$ cat src/sli_pkg.sv
`timescale 1ns / 1ps
// ----------------------------------------------------------------------------
// sli_pkg: shared types and codes for the sorted list block
// Item structs, status codes, operation codes and the controller command.
// ----------------------------------------------------------------------------
package sli_pkg;

  localparam int DefCapacity = 16;

  localparam int StatusW = 3;
  localparam int CountW  = 5;

  localparam logic KIND_INSERT = 1'b0;
  localparam logic KIND_DELETE = 1'b1;

  localparam logic [StatusW-1:0] ST_INSERTED  = 3'd0;
  localparam logic [StatusW-1:0] ST_DELETED   = 3'd1;
  localparam logic [StatusW-1:0] ST_NOT_FOUND = 3'd2;
  localparam logic [StatusW-1:0] ST_FULL      = 3'd3;
  localparam logic [StatusW-1:0] ST_EMPTY     = 3'd4;

  typedef struct packed {
    logic               kind;
    logic signed [31:0] item_value;
  } in_item_t;

  typedef struct packed {
    logic [StatusW-1:0] status;
    logic [CountW-1:0]  entry_count;
    logic               table_empty;
  } out_item_t;

  // controller to datapath
  typedef struct packed {
    logic load;     // capture the accepted item
    logic compare;  // register per-entry compare results
    logic apply;    // shift table, update count, load result
  } dp_cmd_t;

endpackage

$ cat src/sli_ctrl.sv
`timescale 1ns / 1ps
// ----------------------------------------------------------------------------
// sli_ctrl: sequencer for the sorted list block
// Steps each item through compare and apply, and owns both handshakes.
// ----------------------------------------------------------------------------
module sli_ctrl (
  input  logic             clk_i,
  input  logic             rst_ni,
  input  logic             in_valid_i,
  output logic             in_ready_o,
  output logic             out_valid_o,
  input  logic             out_ready_i,
  output sli_pkg::dp_cmd_t cmd_o
);
  import sli_pkg::*;

  localparam logic [1:0] S_IDLE  = 2'd0;
  localparam logic [1:0] S_CMP   = 2'd1;
  localparam logic [1:0] S_APPLY = 2'd2;

  logic [1:0] state_q, state_d;
  logic       out_valid_q, out_valid_d;
  logic       out_free;
  logic       accept;

  // result register can take a new item this cycle
  assign out_free   = !out_valid_q || out_ready_i;
  assign in_ready_o = (state_q == S_IDLE) || ((state_q == S_APPLY) && out_free);
  assign accept     = in_valid_i && in_ready_o;

  assign cmd_o.load    = accept;
  assign cmd_o.compare = (state_q == S_CMP);
  assign cmd_o.apply   = (state_q == S_APPLY) && out_free;

  always_comb begin
    state_d = state_q;
    case (state_q)
      S_IDLE: begin
        if (accept) state_d = S_CMP;
      end
      S_CMP: begin
        state_d = S_APPLY;
      end
      S_APPLY: begin
        if (out_free) state_d = accept ? S_CMP : S_IDLE;
      end
      default: begin
        state_d = S_IDLE;
      end
    endcase
  end

  always_comb begin
    out_valid_d = out_valid_q;
    if (cmd_o.apply) out_valid_d = 1'b1;
    else if (out_ready_i) out_valid_d = 1'b0;
  end

  always_ff @(posedge clk_i or negedge rst_ni) begin
    if (!rst_ni) begin
      state_q     <= S_IDLE;
      out_valid_q <= 1'b0;
    end else begin
      state_q     <= state_d;
      out_valid_q <= out_valid_d;
    end
  end

  assign out_valid_o = out_valid_q;

endmodule

$ cat src/sli_dpath.sv
`timescale 1ns / 1ps
// ----------------------------------------------------------------------------
// sli_dpath: sorted entry row with per-entry compare and shift
// Each cell compares against the item, then shifts up, down or loads it.
// ----------------------------------------------------------------------------
module sli_dpath #(
  parameter int CAPACITY = sli_pkg::DefCapacity
) (
  input  logic               clk_i,
  input  logic               rst_ni,
  input  sli_pkg::dp_cmd_t   cmd_i,
  input  sli_pkg::in_item_t  in_item_i,
  output sli_pkg::out_item_t out_item_o
);
  import sli_pkg::*;

  localparam int CntW = $clog2(CAPACITY + 1);
  localparam int ExtW = (CntW > CountW) ? CntW : CountW;

  in_item_t                item_q;
  logic signed [31:0]      entry_q [CAPACITY];
  logic signed [31:0]      entry_d [CAPACITY];
  logic [CntW-1:0]         count_q, count_d;
  logic [CAPACITY-1:0]     gt_q, eq_q;   // item > entry, item == entry (live entries)
  out_item_t               out_q, out_d;
  logic                    found;
  logic                    is_full;
  logic                    is_empty;
  logic                    do_ins;
  logic                    do_del;
  logic [ExtW-1:0]         count_ext;

  always_ff @(posedge clk_i) begin
    if (cmd_i.load) item_q <= in_item_i;
  end

  // compare stage: one comparator pair per cell, masked by fill level
  always_ff @(posedge clk_i) begin
    if (cmd_i.compare) begin
      for (int k = 0; k < CAPACITY; k++) begin
        gt_q[k] <= (CntW'(k) < count_q) && (item_q.item_value > entry_q[k]);
        eq_q[k] <= (CntW'(k) < count_q) && (item_q.item_value == entry_q[k]);
      end
    end
  end

  assign found    = |eq_q;
  assign is_full  = (count_q == CntW'(CAPACITY));
  assign is_empty = (count_q == '0);
  assign do_ins   = (item_q.kind == KIND_INSERT) && !is_full;
  assign do_del   = (item_q.kind == KIND_DELETE) && !is_empty && found;

  // gt_q is a run of ones then zeros, so the insert point is where it falls
  always_comb begin
    for (int k = 0; k < CAPACITY; k++) entry_d[k] = entry_q[k];
    if (do_ins) begin
      if (!gt_q[0]) entry_d[0] = item_q.item_value;
      for (int k = 1; k < CAPACITY; k++) begin
        if (!gt_q[k]) entry_d[k] = gt_q[k-1] ? item_q.item_value : entry_q[k-1];
      end
    end else if (do_del) begin
      for (int k = 0; k + 1 < CAPACITY; k++) begin
        if (!gt_q[k]) entry_d[k] = entry_q[k+1];
      end
    end
  end

  always_comb begin
    count_d = count_q;
    if (do_ins) count_d = count_q + 1'b1;
    else if (do_del) count_d = count_q - 1'b1;
  end

  assign count_ext = ExtW'(count_d);

  always_comb begin
    out_d.entry_count = count_ext[CountW-1:0];
    out_d.table_empty = (count_d == '0);
    if (item_q.kind == KIND_INSERT) begin
      out_d.status = is_full ? ST_FULL : ST_INSERTED;
    end else if (is_empty) begin
      out_d.status = ST_EMPTY;
    end else begin
      out_d.status = found ? ST_DELETED : ST_NOT_FOUND;
    end
  end

  always_ff @(posedge clk_i) begin
    if (cmd_i.apply) begin
      for (int k = 0; k < CAPACITY; k++) entry_q[k] <= entry_d[k];
      out_q <= out_d;
    end
  end

  always_ff @(posedge clk_i or negedge rst_ni) begin
    if (!rst_ni) count_q <= '0;
    else if (cmd_i.apply) count_q <= count_d;
  end

  assign out_item_o = out_q;

endmodule

$ cat src/sorted_list_insert_delete.sv
`timescale 1ns / 1ps
// ----------------------------------------------------------------------------
// sorted_list_insert_delete: bounded ascending table of signed values
// Insert ahead of the first entry not smaller, delete the first equal entry.
// ----------------------------------------------------------------------------
//   channel | direction | handshake              | payload
//   in      | input     | in_valid_i / in_ready_o  | in_item_i  (kind, item_value)
//   out     | output    | out_valid_o / out_ready_i | out_item_o (status, count, empty)
//
// Each item passes a compare step, which registers the per-entry compares,
// and an apply step, which shifts the entry row and loads the result register.
// A draining result side lets the next item be taken during the apply step.
// Reset clears the entry count; entry contents are don't-care until written.
// A result waiting on out_ready_i holds the apply step; one new item may be
// taken and compared meanwhile, then no more until the waiting result leaves.
// ----------------------------------------------------------------------------
module sorted_list_insert_delete #(
  parameter int CAPACITY = sli_pkg::DefCapacity
) (
  input  logic               clk_i,
  input  logic               rst_ni,
  input  logic               in_valid_i,
  output logic               in_ready_o,
  input  sli_pkg::in_item_t  in_item_i,
  output logic               out_valid_o,
  input  logic               out_ready_i,
  output sli_pkg::out_item_t out_item_o
);
  import sli_pkg::*;

  dp_cmd_t cmd;

  sli_ctrl u_ctrl (
    .clk_i       (clk_i),
    .rst_ni      (rst_ni),
    .in_valid_i  (in_valid_i),
    .in_ready_o  (in_ready_o),
    .out_valid_o (out_valid_o),
    .out_ready_i (out_ready_i),
    .cmd_o       (cmd)
  );

  sli_dpath #(
    .CAPACITY (CAPACITY)
  ) u_dpath (
    .clk_i      (clk_i),
    .rst_ni     (rst_ni),
    .cmd_i      (cmd),
    .in_item_i  (in_item_i),
    .out_item_o (out_item_o)
  );

  // an accepted item always passes through compare, where no input is taken
  assert property (@(posedge clk_i) disable iff (!rst_ni)
    (in_valid_i && in_ready_o) |=> !in_ready_o)
    else $error("input taken during compare step");

  assert property (@(posedge clk_i) disable iff (!rst_ni)
    (out_valid_o && (out_item_o.status == ST_INSERTED)) |-> !out_item_o.table_empty)
    else $error("empty flag set after insert");

  assert property (@(posedge clk_i) disable iff (!rst_ni)
    (out_valid_o && (out_item_o.status == ST_EMPTY)) |-> out_item_o.table_empty)
    else $error("empty status with entries left");

  assert property (@(posedge clk_i) disable iff (!rst_ni)
    out_valid_o |-> (out_item_o.status == ST_INSERTED || out_item_o.status == ST_DELETED ||
                     out_item_o.status == ST_NOT_FOUND || out_item_o.status == ST_FULL ||
                     out_item_o.status == ST_EMPTY))
    else $error("undefined status code");

endmodule

$ cat config.mk
export PLATFORM = sky130hd
export DESIGN_NAME = sorted_list_insert_delete
export DESIGN_NICKNAME = d
export VERILOG_FILES = /design/src/sli_pkg.sv /design/src/sli_ctrl.sv /design/src/sli_dpath.sv /design/src/sorted_list_insert_delete.sv
export SDC_FILE = /design/constraint.sdc
export NUM_CORES = 2
export LEC_CHECK = 0
export ABC_AREA = 1
export ABC_CLOCK_PERIOD_IN_PS = 11700
export BUFFER_PORTS_ARGS = -buffer_cell sky130_fd_sc_hd__buf_2
export CAP_MARGIN = 20
export CORE_MARGIN = 2
export CORE_UTILIZATION = 30
export DETAILED_ROUTE_END_ITERATION = 10
export PLACE_DENSITY = 0.44
export RECOVER_POWER = 25
export SYNTH_ARGS = -nofsm -noshare
export SYNTH_HDL_FRONTEND = slang
export SYNTH_HIERARCHICAL = 1
export SYNTH_SLANG_ARGS = --single-unit
$ cat constraint.sdc
create_clock -name clk_i -period 11.7 [get_ports clk_i]
set_input_delay 0.585 -clock clk_i [delete_from_list [all_inputs] [get_ports clk_i]]
set_output_delay 0.585 -clock clk_i [all_outputs]
set_load 0.005 [all_outputs]
---- Yosys cells after proc, flatten, opt, wreduce, memory -nomap -nowiden ----
Memory sizes are Yosys's and may differ from the RTL's.
Cells that the tools add are included.
word-level totals
  output and inout bits ................... 11
  bits in writable memories ............... 512
  memories ................................ 1
  register bits after elaboration ......... 82
  word-level logic and storage cells ...... 178
  input bits .............................. 37
operators by class
  multiplexer cells ....................... 63
  reductions and logical operators ........ 48
  eq/ne operators ......................... 21
  magnitude comparators ................... 32
  bitwise gates (word level) .............. 1
  add/sub/neg operators ................... 2
memory list
  name             depth  width  rd ports  clocked after memory_dff  write ports  line             RTL
  u_dpath.entry_q  16     32     16        0                         16           sli_dpath.sv:21  logic signed [31:0] entry_q [CAPACITY];
operators with widths
  kind                                                  count
  two-way mux 32 bit                                    47
  two-way mux 480 bit                                   2
  equality test 32 bit                                  16
  > comparator 32 bit                                   16
  < comparator 4 x 5 -> 1 bit (first input constant)    8
  logical AND 1 bit                                     37
  < comparator 3 x 5 -> 1 bit (first input constant)    4
  OR reduction 16 bit                                   1
  zero test 5 bit                                       2
  < comparator 1 x 5 -> 1 bit (first input constant)    2
  < comparator 2 x 5 -> 1 bit (first input constant)    2
  two-way mux 5 bit                                     2
  two-way mux 2 bit                                     4
  two-way mux 3 bit                                     2
  one-hot mux 2 bit (3 select lines)                    1
  adder 5 x 1 -> 5 bit (second input constant)          1
  equality test 5 bit (second input constant)           1
  two-way mux 1 bit                                     5
  subtractor 5 x 1 -> 5 bit (second input constant)     1
  != test 2 x 1 -> 1 bit (second input constant)        2
  zero test 1 bit                                       3
  equality test 2 x 1 -> 1 bit (second input constant)  1
  equality test 2 bit (second input constant)           1
  zero test 2 bit                                       1
  4 further kinds                                       5

---- Logic depth before layout (Yosys ltp) ----
  word-level depth ........................ 8
  depth in mapped cells ................... 17
  mapped depth without buffers ............ 16

---- Hierarchy ----
Netlist, hierarchy kept.
modules (own cells, without submodules)
  module     sequential area each (um^2)  area each (um^2)  instances  cells an instance
  sli_dpath  17,722.0                     43,529.2          1          4,820
  sli_ctrl   75.1                         172.7             1          23

---- Worst setup path before layout ----
OpenSTA, ideal clock, no wires.
  path type ............................... register to register
  from .................................... register u_dpath/count_q[0] (netlist name)
  to ...................................... memory u_dpath.entry_q[15][0] (netlist: u_dpath/entry_q[1][224]), enable pin
  stages on the path, launching flop included .. 8
  required time ........................... 11.239 ns
  setup slack ............................. 7.748 ns
  period minus slack after synthesis ...... 3.952 ns
  setup time .............................. 0.461 ns
  arrival time ............................ 3.491 ns
  path buffers ............................ 2
  path through ............................ dfrtp_1 -> inv_1 -> ha_1 -> nand3_2 -> nand2_2 -> buf_2 -> buf_2 -> nor3_1
RTL lines
  what           line
  end, declared  sli_dpath.sv:21

==> results.md <==
- Setup violations, final: 0
- Leakage power: 19.9 nW
- Hold Vio Cnt, Final: 0
- TritonCTS buffer count: 76
- Detail Placement HPWL: 85000 um
- Pin count of the biggest net entering global routing: 165
- Synth Register Bits: 594
- Clock transition at path regs: 60 ps
- Starting Density: 30.1%
- Diodes inserted: 0
- Required @ worst endpoint: about 12000 ps
- Internal Pwr Total: 4.75 mW
- CTS Root Cell: clkbuf_16
- Mapped Cells: 4843
- Drt first pass iters: 6
- Cell Area, Placed: approximately 0.045 mm^2
- Cell area after layout: approximately 0.048 mm^2
- Top cells by area, synth: edfxtp_1, ha_1, nand2_1
- Syn Nets: 5396
- Initial antenna violation count: 1
- Maximum VDD drop: 0.0943 mV
- Setup Skew: 13.1 ps
- Chip height: 386 um
- Die Wd: a little under 400 um
- DR WL/cell: 17.5 um
- Count of cell types in the netlist: 40
- Rows: 140
- Switching share of total power: between 30% and 40%
- Top FF cell, synth: edfxtp_1
- CP max FO: between 150 and 200
- Core area: 0.145 mm^2
- Fmax: around 230 MHz
- Clk Latency, worst-skew pair: 660 ps
- Status: finished, violations left
- Nets: 5314
- IO Count: 48
- Unrepaired setup endpoints after global routing: false
- FFs w/ async S/R, synth: 1.35%
- Vias in the first global route: 31900
- Buffers on Ports: 47
- R2r endpoint: u_dpath/out_item_o[0]
- Final setup margin: approximately 7400 ps
- Area leader, netlist: edfxtp_1
- Post-cts resize count: 0
- PD cells: 153 mW/mm^2
- Total track usage: between 15 and 20%
- Die area: between 0.1 and 0.15 mm^2
- EDFF count, synth: between 500 and 600
- Total via count in the routed design: 32500
- CP arrival: 4710 ps
- Drt total wl: roughly 120000 um
- Setup TNS: 0 ps
- Hold-fix buffers, CTS: 1
- Final period utilization: 36.7%
- Vias per cell: between 4 and 5
- Logic pwr share: 30.6%
- Endpoint class of the critical path: flop
- # DRC: 0
- Worst r2r path cells: 13
- TritonCTS clock tree: built
- Post-layout util: around a third
- Sequential area share after synthesis: 40.7%
- Final antenna-violating net count: 0
- CTS H-tree depth: 3
- Least-Margin Pin Slew: roughly 2900 ps
- Net Sw Power: 2.56 mW
- Max_cap viols: 3
- Violated checks: capacitance limit, slew limit
- Yosys warnings: 6
- Critical Path Start Type: flop
- Avg Cell Area, Syn: about 9 um^2
- Gpl congestion: 0.782
- Setup Fix Bufs, Post-CTS: 0
- Pre-CTS setup slack: 7200 ps
- Seq pwr share: 37.3%
- DR iter-0 viols: 1943
- Tmin final: 4290 ps
- Mapped Area: between 0.04 and 0.05 mm^2
- Clock sinks: 594
- Fillers: roughly 15000
- Slew Limit Headroom: -93.1%
- R2R Setup Slk: 7410 ps
- Hold Path End: u_dpath/item_q[28]
- Tot Pwr: between 7 and 8 mW
- Total gr overflow: 0
- Layout area overhead: 9.10%
- Yosys top cell area share: around two fifths
- Clk pwr share: approximately a third
- Layout cells sized above 1: 12.4%
- Worst r2r src: u_dpath/count_q[0]
- CTS Buffer Depth: 3
- Worst Hold Path Cells: 1
- First-pass GRT wire length: between 150000 and 200000 um
- Hold Crit Class: in2reg
- Final Max Slew Viols: 132
- Setup Crit Path Kind: reg2reg
- Hold path start: in_item_i[28]
[how the worst max path moves through the flow]
| stage | endpoint | cells after the start | slack [ps] | startpoint |
|---|---|---|---|---|
| 5_1_grt | u_dpath/out_item_o[0] | 14 | 6920 | u_dpath/count_q[0] |
| 2_1_floorplan | u_dpath/entry_q[1][224] | 7 | 7750 | u_dpath/count_q[0] |
| 3_3_place_gp | u_dpath/out_item_o[0] | 13 | 7210 | u_dpath/count_q[0] |
| 6_report | u_dpath/out_item_o[0] | 13 | 7410 | u_dpath/count_q[0] |
| 3_5_place_dp | u_dpath/out_item_o[0] | 13 | 7200 | u_dpath/count_q[0] |
| 4_1_cts | u_dpath/out_item_o[0] | 13 | 7190 | u_dpath/count_q[0] |
[stage by stage]
| stage | hold slack, ps | std cells |
|---|---|---|
| after global routing | 45.0 | 6735 |
| after detailed placement | 469 | 6590 |
| after global placement | 470 | 6589 |
| final | 99.7 | 6735 |
| after CTS | 45.7 | 6726 |
| after floorplan | 289 | 4843 |
[flip-flops by register name, summed over array words and instances, names as in the netlist]
register,cells
u_ctrl/state_q,2
u_dpath/item_q,33
u_dpath/out_item_o,9
u_ctrl/out_valid_o,1
u_dpath/eq_q,16
u_dpath/count_q,5
u_dpath/entry_q,512
u_dpath/gt_q,16
[cell usage after synthesis, types with 5 or more instances]
master	count
buf_1	34
buf_6	29
a21oi_2	210
o21a_1	23
buf_2	82
o21ai_0	158
a21oi_1	450
nor2_1	646
a211oi_2	210
clkbuf_4	11
a21o_1	15
nand3_1	54
nand4_1	35
edfxtp_1	586
inv_1	651
clkbuf_1	98
ha_1	516
a211oi_1	210
nor3_1	11
o211ai_1	15
dfrtp_1	8
nor4_1	5
nand2_1	738
buf_4	20
[worst max-delay path: stages (launching register included)]
cell and delay [ps]:
dfrtp_1 450, inv_1 210, ha_1 220, nand3_1 230, nand2_8 750, buf_12 600
clkinv_2 490, buf_4 440, nand2_1 180, nand3_1 100, nand2_1 140, nor2_1 50
nand2_1 60, nor2_1 40
[area by class of cell]
type                    instances  area, um^2  area share [%]
flip-flops and latches        594       17800            37.3
repair buffers                121         902            1.89
multi-input cells            3314       21700            45.6
well taps                    1917        2400            5.03
inverters                     654        2460            5.15
clock buffers                 106        2130            4.47
clock inverters                29         263           0.551
[power by group through the flow]
stage | logic, mW | clock network, mW | registers, mW
after floorplan | 1.84 | 0 | 2.77
after global placement | 2.24 | 0 | 2.77
after detailed placement | 2.28 | 0 | 2.77
after CTS | 2.29 | 2.44 | 2.73
after global routing | 2.55 | 2.51 | 2.74
final | 2.24 | 2.35 | 2.73
[placed cells by master (no fill, tap or decap), types with 15 or more instances in the layout]
master / n
a21oi_2: 184
nor2_1: 631
a211oi_2: 180
buf_4: 56
clkbuf_16: 81
buf_2: 42
o211ai_1: 15
ha_1: 516
a21o_1: 15
edfxtp_1: 586
nor2_4: 17
nand3_1: 56
nand4_1: 35
a211oi_1: 240
o21a_1: 23
clkbuf_1: 35
nand2_1: 741
o21ai_0: 158
a21oi_1: 476
inv_1: 651
[logic make-up (layout without fill, tap and decap cells)]
group / Yosys count / after routing / share of synthesized area [%]
and+or+nand+nor: 1502 / 1502 / 13.5
AOI/OAI and AO/OA: 1294 / 1294 / 21.8
buffers and inverters: 935 / 910 / 9.24
DFF: 594 / 594 / 40.7
adders and majority gates: 516 / 516 / 14.8
xor gates and xnor gates: 2 / 2 / 0.0401
[per-layer routing]
| metal | up-vias | GRT usage [%] | wire length (um) |
|---|---|---|---|
| met1 | 15400 | 23.5 | 61200 |
| met4 | 0 | 2.88 | 1770 |
| li1 | 16600 | - | - |
| met2 | 366 | 24.2 | 50900 |
| met3 | 112 | 2.18 | 3630 |
| met5 | - | 0 | 0 |
Note: power is estimated with default switching activity, not from simulation.
